File: src/design/jsfd_pkg.sv
// Shared constants for the joint-state frame deframer.
// Used by jsfd_check, jsfd_emit and the top level; depends on nothing.

package jsfd_pkg;

  localparam int JOINTS_DEF = 6;

  localparam int BYTE_W = 8;
  localparam int WORD_W = 32;
  localparam int JIDX_W = 4;

  localparam logic [BYTE_W-1:0] HDR0     = 8'hAA;
  localparam logic [BYTE_W-1:0] HDR1     = 8'h55;
  localparam logic [BYTE_W-1:0] STATE_ID = 8'h11;

endpackage

File: src/design/jsfd_ram.sv
// Generic single-write, single-read synchronous RAM with a registered read port.
// Depends on nothing.

module jsfd_ram #(
  parameter int WIDTH = 8,
  parameter int DEPTH = 52
) (
  input  logic                     clk,
  input  logic                     we,
  input  logic [$clog2(DEPTH)-1:0] waddr,
  input  logic [WIDTH-1:0]         wdata,
  input  logic                     re,
  input  logic [$clog2(DEPTH)-1:0] raddr,
  output logic [WIDTH-1:0]         rdata
);

  logic [WIDTH-1:0] mem [DEPTH];
  logic [WIDTH-1:0] rdata_r;

  always_ff @(posedge clk) begin
    if (we) begin
      mem[waddr] <= wdata;
    end
    if (re) begin
      rdata_r <= mem[raddr];
    end
  end

  assign rdata = rdata_r;

endmodule

File: src/design/jsfd_check.sv
// Input side of the deframer: takes byte beats, keeps the window in a ring of
// per-byte check entries and assembled words, and detects complete frames.
// Depends on jsfd_pkg and jsfd_ram.

module jsfd_check #(
  parameter int JOINTS = jsfd_pkg::JOINTS_DEF
) (
  input  logic                                   clk,
  input  logic                                   rst_n,
  input  logic [7:0]                             in_tdata,
  input  logic [0:0]                             in_tuser,
  input  logic                                   in_tvalid,
  output logic                                   in_tready,
  input  logic                                   hold,
  output logic                                   word_we,
  output logic [$clog2(8*JOINTS+4)-1:0]          word_waddr,
  output logic [jsfd_pkg::WORD_W-1:0]            word_wdata,
  output logic                                   start,
  output logic [$clog2(8*JOINTS+4)-1:0]          start_addr
);

  localparam int FRAME_LEN = 8 * JOINTS + 4;
  localparam int AW = $clog2(FRAME_LEN);
  localparam logic [AW:0]   LEN_W  = (AW+1)'(FRAME_LEN);
  localparam logic [AW-1:0] LAST_A = AW'(FRAME_LEN - 1);

  typedef struct packed {
    logic                          hdr_ok;
    logic [jsfd_pkg::BYTE_W-1:0]   pxor;
  } meta_t;

  localparam int META_W = $bits(meta_t);

  logic [AW-1:0] wp_r, wp_nxt;
  logic [AW-1:0] fill_r, fill_nxt;
  logic [7:0]    px_r, px_nxt;
  logic [7:0]    b1_r, b2_r, b3_r;
  logic          accept, flush, wr, chk, good;
  logic [7:0]    rx_byte, px_new;
  logic [AW:0]   rd_sum, st_sum;
  logic [AW-1:0] meta_raddr;
  meta_t         meta_w, meta_q;
  logic [META_W-1:0] meta_q_bits;

  assign rx_byte   = in_tdata;
  assign flush     = in_tuser[0];
  assign in_tready = !hold;
  assign accept    = in_tvalid && in_tready;
  assign wr        = accept && !flush;

  assign px_new = px_r ^ rx_byte;
  assign meta_q = meta_t'(meta_q_bits);
  assign chk    = wr && (fill_r == LAST_A);
  assign good   = chk && meta_q.hdr_ok && (meta_q.pxor == px_new);

  assign meta_w.hdr_ok = (b2_r == jsfd_pkg::HDR0) && (b1_r == jsfd_pkg::HDR1) &&
                         (rx_byte == jsfd_pkg::STATE_ID);
  assign meta_w.pxor   = px_r;

  always_comb begin
    wp_nxt = wp_r;
    if (wr) begin
      wp_nxt = (wp_r == LAST_A) ? '0 : wp_r + AW'(1);
    end
    rd_sum = {1'b0, wp_nxt} + (AW+1)'(3);
    meta_raddr = (rd_sum >= LEN_W) ? AW'(rd_sum - LEN_W) : rd_sum[AW-1:0];
    st_sum = {1'b0, wp_r} + (AW+1)'(7);
    start_addr = (st_sum >= LEN_W) ? AW'(st_sum - LEN_W) : st_sum[AW-1:0];
  end

  always_comb begin
    fill_nxt = fill_r;
    px_nxt   = px_r;
    if (accept && flush) begin
      fill_nxt = '0;
      px_nxt   = '0;
    end else if (wr) begin
      if (good) begin
        fill_nxt = '0;
        px_nxt   = '0;
      end else begin
        fill_nxt = chk ? fill_r : fill_r + AW'(1);
        px_nxt   = px_new;
      end
    end
  end

  always_ff @(posedge clk) begin
    if (!rst_n) begin
      wp_r   <= '0;
      fill_r <= '0;
      px_r   <= '0;
    end else begin
      wp_r   <= wp_nxt;
      fill_r <= fill_nxt;
      px_r   <= px_nxt;
    end
  end

  always_ff @(posedge clk) begin
    if (wr) begin
      b1_r <= rx_byte;
      b2_r <= b1_r;
      b3_r <= b2_r;
    end
  end

  // Each entry holds the header match for the byte two places older and the
  // running XOR up to the byte one place older.
  jsfd_ram #(
    .WIDTH (META_W),
    .DEPTH (FRAME_LEN)
  ) u_meta_ram (
    .clk   (clk),
    .we    (wr),
    .waddr (wp_r),
    .wdata (meta_w),
    .re    (1'b1),
    .raddr (meta_raddr),
    .rdata (meta_q_bits)
  );

  assign word_we    = wr;
  assign word_waddr = wp_r;
  assign word_wdata = {rx_byte, b1_r, b2_r, b3_r};
  assign start      = good;

endmodule

File: src/design/jsfd_emit.sv
// Output side of the deframer: reads the words of a checked frame from the word
// memory, one per beat, and holds input when writes would catch up with reads.
// Depends on jsfd_pkg.

module jsfd_emit #(
  parameter int JOINTS = jsfd_pkg::JOINTS_DEF
) (
  input  logic                                  clk,
  input  logic                                  rst_n,
  input  logic                                  start,
  input  logic [$clog2(8*JOINTS+4)-1:0]         start_addr,
  input  logic                                  byte_wr,
  output logic                                  hold,
  output logic                                  word_re,
  output logic [$clog2(8*JOINTS+4)-1:0]         word_raddr,
  output logic                                  out_tvalid,
  input  logic                                  out_tready,
  output logic [jsfd_pkg::JIDX_W:0]             out_tuser,
  output logic                                  out_tlast
);

  localparam int FRAME_LEN = 8 * JOINTS + 4;
  localparam int AW = $clog2(FRAME_LEN);
  localparam int NW = $clog2(2 * JOINTS + 1);
  localparam int CW = $clog2(FRAME_LEN + 8);
  localparam logic [AW:0]   LEN_W  = (AW+1)'(FRAME_LEN);
  localparam logic [NW-1:0] J_N    = NW'(JOINTS);
  localparam logic [NW-1:0] LAST_N = NW'(2 * JOINTS - 1);

  logic                          busy_r, rd_v_r;
  logic [AW-1:0]                 ep_r;
  logic [NW-1:0]                 n_r;
  logic [AW-1:0]                 kcnt_r;
  logic [jsfd_pkg::JIDX_W-1:0]   jidx_r;
  logic                          vel_r, last_r;
  logic                          adv, issue, vel;
  logic [NW-1:0]                 joint;
  logic [AW:0]                   ep_sum;
  logic [AW-1:0]                 ep_inc;
  logic [CW-1:0]                 wr_next, rd_low;

  assign adv   = !rd_v_r || out_tready;
  assign issue = busy_r && adv;

  assign vel   = (n_r >= J_N);
  assign joint = vel ? n_r - J_N : n_r;

  assign ep_sum = {1'b0, ep_r} + (AW+1)'(4);
  assign ep_inc = (ep_sum >= LEN_W) ? AW'(ep_sum - LEN_W) : ep_sum[AW-1:0];

  // The next byte lands kcnt+1 places after the frame's final byte; the oldest
  // unread word lies 7+4n places after it.
  assign wr_next = CW'(kcnt_r) + CW'(1);
  assign rd_low  = (CW'(n_r) << 2) + CW'(7);
  assign hold    = busy_r && !(wr_next < rd_low);

  always_ff @(posedge clk) begin
    if (!rst_n) begin
      busy_r <= 1'b0;
      rd_v_r <= 1'b0;
      n_r    <= '0;
      kcnt_r <= '0;
      ep_r   <= '0;
    end else begin
      if (adv) begin
        rd_v_r <= issue;
      end
      if (start) begin
        busy_r <= 1'b1;
        ep_r   <= start_addr;
        n_r    <= '0;
        kcnt_r <= '0;
      end else begin
        if (busy_r && byte_wr) begin
          kcnt_r <= kcnt_r + AW'(1);
        end
        if (issue) begin
          ep_r <= ep_inc;
          n_r  <= n_r + NW'(1);
          if (n_r == LAST_N) begin
            busy_r <= 1'b0;
          end
        end
      end
    end
  end

  always_ff @(posedge clk) begin
    if (issue) begin
      jidx_r <= jsfd_pkg::JIDX_W'(joint);
      vel_r  <= vel;
      last_r <= (n_r == LAST_N);
    end
  end

  assign word_re    = issue;
  assign word_raddr = ep_r;
  assign out_tvalid = rd_v_r;
  assign out_tuser  = {vel_r, jidx_r};
  assign out_tlast  = last_r;

endmodule

File: src/design/joint_state_frame_deframer_top.sv
// Top level of the joint-state frame deframer.
// Depends on jsfd_pkg, jsfd_ram, jsfd_check and jsfd_emit.

// The block takes one received byte per beat, one beat per cycle while
// in_tready is high, and looks for frames of 8*JOINTS+4 bytes: 0xAA 0x55, id
// 0x11, the payload and an XOR checksum over id and payload. A byte that
// completes a good frame starts a burst of 2*JOINTS 32-bit words, all
// positions and then all velocities, one word per cycle while out_tready is
// high, the last one marked with tlast. Input keeps flowing during the burst.
// If the output side stalls long enough that new bytes would overwrite words
// not yet read out of the word memory, in_tready drops until reads move on.
// State lives in two memories of 8*JOINTS+4 entries (per-byte check data and
// assembled words) and needs no clearing after reset. A beat with in_tuser
// set empties the window and its data is ignored.

module joint_state_frame_deframer_top #(
  parameter int JOINTS = jsfd_pkg::JOINTS_DEF
) (
  input  logic                         clk,
  input  logic                         rst_n,
  input  logic [7:0]                   in_tdata,   // rx_byte[7:0]
  input  logic [0:0]                   in_tuser,   // flush[0]
  input  logic                         in_tvalid,
  output logic                         in_tready,
  output logic [31:0]                  out_tdata,  // word_value[31:0]
  output logic [4:0]                   out_tuser,  // joint_index[3:0], is_velocity[4]
  output logic                         out_tlast,
  output logic                         out_tvalid,
  input  logic                         out_tready
);

  localparam int FRAME_LEN = 8 * JOINTS + 4;
  localparam int AW = $clog2(FRAME_LEN);

  logic                          hold, start, word_we, word_re;
  logic [AW-1:0]                 start_addr, word_waddr, word_raddr;
  logic [jsfd_pkg::WORD_W-1:0]   word_wdata, word_q;

  jsfd_check #(
    .JOINTS (JOINTS)
  ) u_check (
    .clk        (clk),
    .rst_n      (rst_n),
    .in_tdata   (in_tdata),
    .in_tuser   (in_tuser),
    .in_tvalid  (in_tvalid),
    .in_tready  (in_tready),
    .hold       (hold),
    .word_we    (word_we),
    .word_waddr (word_waddr),
    .word_wdata (word_wdata),
    .start      (start),
    .start_addr (start_addr)
  );

  jsfd_ram #(
    .WIDTH (jsfd_pkg::WORD_W),
    .DEPTH (FRAME_LEN)
  ) u_word_ram (
    .clk   (clk),
    .we    (word_we),
    .waddr (word_waddr),
    .wdata (word_wdata),
    .re    (word_re),
    .raddr (word_raddr),
    .rdata (word_q)
  );

  jsfd_emit #(
    .JOINTS (JOINTS)
  ) u_emit (
    .clk        (clk),
    .rst_n      (rst_n),
    .start      (start),
    .start_addr (start_addr),
    .byte_wr    (word_we),
    .hold       (hold),
    .word_re    (word_re),
    .word_raddr (word_raddr),
    .out_tvalid (out_tvalid),
    .out_tready (out_tready),
    .out_tuser  (out_tuser),
    .out_tlast  (out_tlast)
  );

  assign out_tdata = word_q;

endmodule
File: config.mk
export PLATFORM = sky130hd
export DESIGN_NAME = joint_state_frame_deframer_top
export DESIGN_NICKNAME = d
export VERILOG_FILES = /design/src/design/jsfd_pkg.sv /design/src/design/jsfd_ram.sv /design/src/design/jsfd_check.sv /design/src/design/jsfd_emit.sv /design/src/design/joint_state_frame_deframer_top.sv
export SDC_FILE = /design/constraint.sdc
export NUM_CORES = 2
export LEC_CHECK = 0
export ABC_AREA = 1
export BUFFER_PORTS_ARGS = -buffer_cell sky130_fd_sc_hd__buf_2
export CAP_MARGIN = 25
export CORE_MARGIN = 2
export CORE_UTILIZATION = 55
export CTS_BUF_LIST = sky130_fd_sc_hd__clkbuf_16
export CTS_CLUSTER_DIAMETER = 80
export DETAILED_ROUTE_END_ITERATION = 6
export HOLD_SLACK_MARGIN = 0.15
export PLACE_DENSITY = 0.71
export SLEW_MARGIN = 20
export SYNTH_ARGS = -nofsm -noshare
export SYNTH_HDL_FRONTEND = slang
export SYNTH_SLANG_ARGS = --single-unit
File: constraint.sdc
create_clock -name clk -period 9.7 [get_ports clk]
set_input_delay 1.455 -clock clk [delete_from_list [all_inputs] [get_ports clk]]
set_output_delay 1.455 -clock clk [all_outputs]
set_load 0.1 [all_outputs]
# == Word-level counts from Yosys, hierarchy flattened ==
# Memory sizes are Yosys's and may differ from the RTL's. A register that Yosys moved wholly into a read port is not among the register bits.
# Index checks and enable logic that the tools add are counted.
# W data, S select, Z words.
# classes
reduce_logical,22
eq_ne,8
order_cmp,5
add_sub_neg,12
n_bitwise,2
mux,16
# op_table
operator,n
$mux W6,9
$ge A7 B6 Y1 const B,3
$add A6 B1 Y6 const B,3
$sub A6 B6 Y6 const B,3
$add A6 B3 Y7 const B,2
$eq A6 B6 Y1 const B,2
$logic_and A1 B1 Y1,11
$eq A8 B5 Y1 const B,1
$eq A8 B7 Y1 const B,1
$eq A8 B8 Y1,1
$eq A8 B8 Y1 const B,1
$mux W8,1
$xor A8 B8 Y8,1
$add A6 B2 Y7 const B,1
$add A6 B3 Y6 const B,1
$lt A6 B6 Y1,1
$mux W1,5
$add A4 B1 Y4 const B,1
$eq A4 B4 Y1 const B,1
$ge A4 B3 Y1 const B,1
$logic_not A1 Y1,4
$mux W4,1
$reduce_and A2 Y1,2
$reduce_bool A2 Y1,2
other kinds (5),6
# totals
ram_bits,2132
inputBits,13
out_inout_bits,40
memories,2
elab_cells,81
reg_bits,68
# mem_list
memory,depth,width,read_ports,rd_ports_with_merged_regs,wr,line_no,text
u_word_ram.mem,52,32,1,1,1,jsfd_ram.sv:17,logic [WIDTH-1:0] mem [DEPTH];
u_check.u_meta_ram.mem,52,9,1,1,1,jsfd_ram.sv:17,

# == Longest topological paths before layout ==
# depth
ltp_word,12
depth_mapped,36
ltp_nobuf,31

# == Modules after synthesis ==
# A second synthesis with hierarchy kept.
# unflattened
hier_cells,7699
hier_area_um2,92122.1
# by_module_without_submodules
module,cells_per_inst,n_inst,seq_area_each_um2,area_per_inst_um2
jsfd_ram (u_word_ram),5595,1,50928.8,68771.0
jsfd_ram (u_check.u_meta_ram),1628,1,14323.7,19472.4
jsfd_check,319,1,1121.1,2588.7
jsfd_emit,157,1,540.5,1290.0

# == Worst setup path after synthesis ==
# No wires, ideal clock.
# synth_path
path_kind,reg-to-reg
from,register u_emit.n_r[1]
to,memory u_check.u_meta_ram.mem[11][0] (netlist bit) (enable)
setup_ps,542
path_buffers,1
path_stages_with_launch,15
required_ps,9158
arrival_time_ps,6427
synth_period_minus_slack_ps,6969
slack_ps,2731
cell_sequence,dfxtp_1 -> ha_1 -> xor2_1 -> o21ai_0 -> ha_1 -> nand2_1 -> inv_1 -> nand2_1 -> nand3_2 -> nand2_4 -> nand3_4 -> inv_2 -> clkbuf_1 -> nand3_1 -> nor4_1
# synth_between
elab_chain_len,9
# synth_lines
element,line_no,text
start: declaration,jsfd_emit.sv:32,logic [NW-1:0] n_r;
start signal: assignment,jsfd_emit.sv:79,n_r <= n_r + NW'(1);
$add A6 B3 Y6,jsfd_emit.sv:54,assign rd_low = (CW'(n_r) << 2) + CW'(7);
$lt A6 B6 Y1,jsfd_emit.sv:55,assign hold = busy_r && !(wr_next < rd_low);
$logic_not A1 Y1,jsfd_emit.sv:55,
$logic_and A1 B1 Y1,jsfd_emit.sv:55,
$logic_not A1 Y1,jsfd_check.sv:47,assign in_tready = !hold;
named net in_tready,joint_state_frame_deframer_top.sv:24,"output logic in_tready,"
$logic_and A1 B1 Y1,jsfd_check.sv:48,assign accept = in_tvalid && in_tready;
$logic_and A1 B1 Y1,jsfd_check.sv:49,assign wr = accept && !flush;
$mux W1,jsfd_ram.sv:21,if (we) begin
$mux W1 (implied by the code),jsfd_ram.sv:22,mem[waddr] <= wdata;
end: declaration,jsfd_ram.sv:17,
# The timed path passes the listed nets, and every way through them passes these cells.

# == Worst setup path after layout ==
# layout_path
from,register u_emit.n_r[1]
to,memory u_check.u_meta_ram.mem[19][3] (netlist bit) (enable)
# layout_between
elab_chain_len,9
# layout_lines
element,line_no
$add A6 B3 Y6,jsfd_emit.sv:54
$lt A6 B6 Y1,jsfd_emit.sv:55
$logic_not A1 Y1,jsfd_emit.sv:55
$logic_and A1 B1 Y1,jsfd_emit.sv:55
$logic_not A1 Y1,jsfd_check.sv:47
$logic_and A1 B1 Y1,jsfd_check.sv:48
$logic_and A1 B1 Y1,jsfd_check.sv:49
$mux W1,jsfd_ram.sv:21
$mux W1 (implied by the code),jsfd_ram.sv:22
# No other way between the ends.

==> run_results.csv <==
group,metric,value,unit
run_status,status,"finished clean",
worst_setup_path,path_class,"register to register",
detailed_routing,ant_nets,0,
power,swShare,0.2159,
detailed_routing,num_vias,57910,
power,powerDensity,200.7,mW/mm²
sta,tightestPinTransition,1.217,ns
finish,nNetsFinal,6623,
worst_setup_path,max_stage_delay,1.10,ns
place,hpwl,126.5,mm
worst_setup_path,slowest_stage,"nor2_4",
sta,hold_viol,0,
die,die_w,404.1,µm
finish,drive_above_1_share,0.08978,
synth,synth_area_per_cell,13.28,µm²
place,gp_congestion,0.9153,
place,io_buffers,52,
detailed_routing,routedWlPerCell,28.28,µm
sta,slew_viol_final,0,
synth,synthesis.nets,6658,
power,p_int,15.36,mW
finish,n_fill_cell,11480,
worst_setup_path,cp_data_arrival_time,6.19,ns
synth,synth-edff-count,2194,
sta,period_share,0.5911,
clocking,cts_buffers,214,
clocking,cts-root-buf,"clkbuf_16",
finish,syn2layout_area_growth,10.91,%
die,core,0.1587,mm²
grt,grt_pass1_vias,54570,
detailed_routing,drt_iter0_drc,9457,
synth,synth.distinct_cells,47,
grt,grt_max_degree,242,
synth,syn-cell-area,0.08804,mm²
clocking,cts_tree,"built",
power,power.total,19.59,mW
sta,max_slew_margin,0.1886,
clocking,postCtsSetupRepairBufs,0,
detailed_routing,drt_pass1_iterations,6,
synth,ys_warn_count,0,
power,p_comb_frac,0.043,
power,clockPowerShare,0.412,
sta,fmax,174.4,MHz
sta,tns,0,ns
synth,synth_top_cell_area_share,0.7484,
grt,grt_pass1_wl,361.3,mm
die,io_pins,53,
worst_hold_path,worstHoldPathType,"register to register",
worst_setup_path,crit_required,10.15,ns
sta,fin_hold_ws,0.4850,ns
die,start_util,0.5546,
run,drv_cap,0,
synth,yosysSeqAreaShare,0.7590,
power,p_sw,4.230,mW
sta,rsz0062_at_grt,"false",
synth,async_flop_share,0,
worst_setup_path,crit_fanout,44,
grt,grt_usage,0.3019,
clocking,h-tree-depth,4,
synth,yosys_most_used_dff,"edfxtp_1",
detailed_routing,drcViolationCount,0,
synth,synth.area.top_cells,"edfxtp_1 (75%), o21ai_0 (6.2%), nor2_1 (5.0%)",
synth,synth-seq-cells,2241,
sta,setup_violations,0,
detailed_routing,wirelength,249.8,mm
die,dieArea,0.1633,mm²
worst_setup_path,cp_cell_sequence,"ha_1, xor2_1, o21ai_0, ha_1, nand2_1, inv_1, nand2_1, nand3_2, nand2_4, nand3_4, inv_2, nand4_1, nor2_4, buf_4",
die,std_cell_rows,146,
finish,layout.cells.non_filler,8835,
sta,finalClockSkew,0.04082,ns
grt,grt_antenna_before_repair,5,
clocking,clk_latency,0.86,ns
clocking,clockBufferDepth,3,
grt,overflow,0,
worst_setup_path,crit_path_start_kind,"register",
synth,syn-instance-count,6627,
power,ir_worst_vdd,0.1828,mV
worst_setup_path,endpoint_kind,"register",
power,p_leak,32.02,nW
sta,post-route-min-period,5.734,ns
detailed_routing,viasPerCell,6.555,
synth,synth_area_leader_cell,"edfxtp_1",
clocking,hold_buffers,0,
clocking,clock_sink_count,2241,
place,dp_cells,8444,
clocking,ctsResizeCount,0,
clocking,clk_pin_slew,0.06,ns
die,dieHeight,404.1,µm
power,seqPwrFrac,0.545,
==> layout by cell type, fill, tap and decap left out, types with 24 or more instances in the layout <==
cell type,instances
nor2_4,48
buf_4,135
nand2_1,431
clkinv_1,51
o21ai_0,1097
dfxtp_1,42
edfxtp_1,2194
a21oi_1,28
buf_2,52
clkinv_2,39
nand4_1,109
clkbuf_16,215
xor2_1,24
o22ai_1,349
nor2_1,1113
o221ai_1,175
inv_1,191
o211ai_1,49
nand3_1,231
==> cells in the mapped netlist, types with 6 or more instances <==
master	n
edfxtp_1	2194
nor2_1	1161
o21ai_0	1097
nand2_1	432
clkbuf_1	394
o22ai_1	349
nand3_1	231
o221ai_1	175
inv_1	147
nand4_1	109
o211ai_1	49
dfxtp_1	47
a21oi_1	28
xor2_1	24
buf_1	22
buf_2	18
ha_1	18
nand3_2	16
buf_4	13
inv_2	11
o22a_1	9
nand2_2	8
nand2_4	8
nor3_1	8
xnor2_1	8
buf_6	6
nor4_1	6
==> final timing paths <==
path / slack (ns) / endpoint / depth (start not counted) / from
max: 3.97 / u_check.u_meta_ram.mem[19][3] / 14 / u_emit.n_r[1]
min: 0.49 / u_emit.kcnt_r[5] / 2 / u_emit.kcnt_r[5]
min reg2reg: 0.49 / u_emit.kcnt_r[5] / 2 / u_emit.kcnt_r[5]
max reg2reg: 3.97 / u_check.u_meta_ram.mem[19][3] / 14 / u_emit.n_r[1]
==> cell families (layout without fill, tap and decap cells) <==
group / after synthesis / after routing / synth area share
flops: 2241 / 2241 / 0.7590
fa+ha+maj: 18 / 18 / 0.002558
compound gates: 1727 / 1727 / 0.1129
buf+inv: 615 / 749 / 0.02770
other cells: 0 / 2 / 0
simple gates: 1994 / 1994 / 0.09464
xor+xnor: 32 / 32 / 0.003184
==> power by group through the flow <==
stage                     sequential (mW)  clock [mW]  combinational, mW
after floorplan                      10.9           0              0.507
after global placement               10.9           0              0.810
after detailed placement             10.9           0              0.823
after CTS                            10.7        8.10              0.828
after global routing                 10.7        8.47              0.918
final                                10.7        8.06              0.850
==> metrics by stage <==
step	worst slack, ns	area [µm²]	utilization
5_1_grt	3.755	97640	0.6151
3_5_place_dp	3.965	90800	0.5720
2_1_floorplan	2.731	88040	-
4_1_cts	3.992	97540	0.6145
6_report	3.966	97640	0.6151
3_3_place_gp	3.939	90660	0.5711
==> layout make-up <==
class / instances / area (µm²) / area share
Sequential cell: 2241 / 66840 / 0.6845
Multi-Input combinational cell: 3771 / 19200 / 0.1966
Clock buffer: 215 / 5380 / 0.05510
Tap cell: 2072 / 2592 / 0.02655
Timing Repair Buffer: 203 / 1630 / 0.01670
Clock inverter: 170 / 1361 / 0.01394
Inverter: 161 / 634.4 / 0.006497
Antenna cell: 2 / 5.005 / 0.00005126
==> critical path, delay by kind of cell, from the launching register on <==
kind | cells | cell delay (ns)
AO/OA/AOI/OAI | 1 | 0.26
XOR/XNOR | 1 | 0.15
adder cells (fa/ha/maj) | 2 | 0.54
buffers and inverters | 3 | 1.45
flip-flops | 1 | 0.37
AND/OR/NAND/NOR | 7 | 2.50
==> sequential cells by signal, indices dropped and copies added, names as in the netlist, 4 cells and up <==
signal                    flops
u_check.b1_r                  8
u_check.b2_r                  8
u_check.b3_r                  8
u_check.fill_r                6
u_check.px_r                  8
u_check.u_meta_ram.mem      468
u_check.u_meta_ram.rdata      9
u_check.word_waddr            6
u_emit.jidx_r                 4
u_emit.kcnt_r                 6
u_emit.n_r                    4
u_emit.word_raddr             6
u_word_ram.mem             1664
u_word_ram.rdata             32
==> per-layer routing <==
layer  part of all wire  track usage  wire length, µm
met5           0.000096            0               24
met4              0.049       0.1420            12180
met3               0.12      0.05924            30170
met2               0.46       0.4609           113700
met1               0.38       0.4223            93750
No activity file was read; power rests on OpenSTA's default activity.
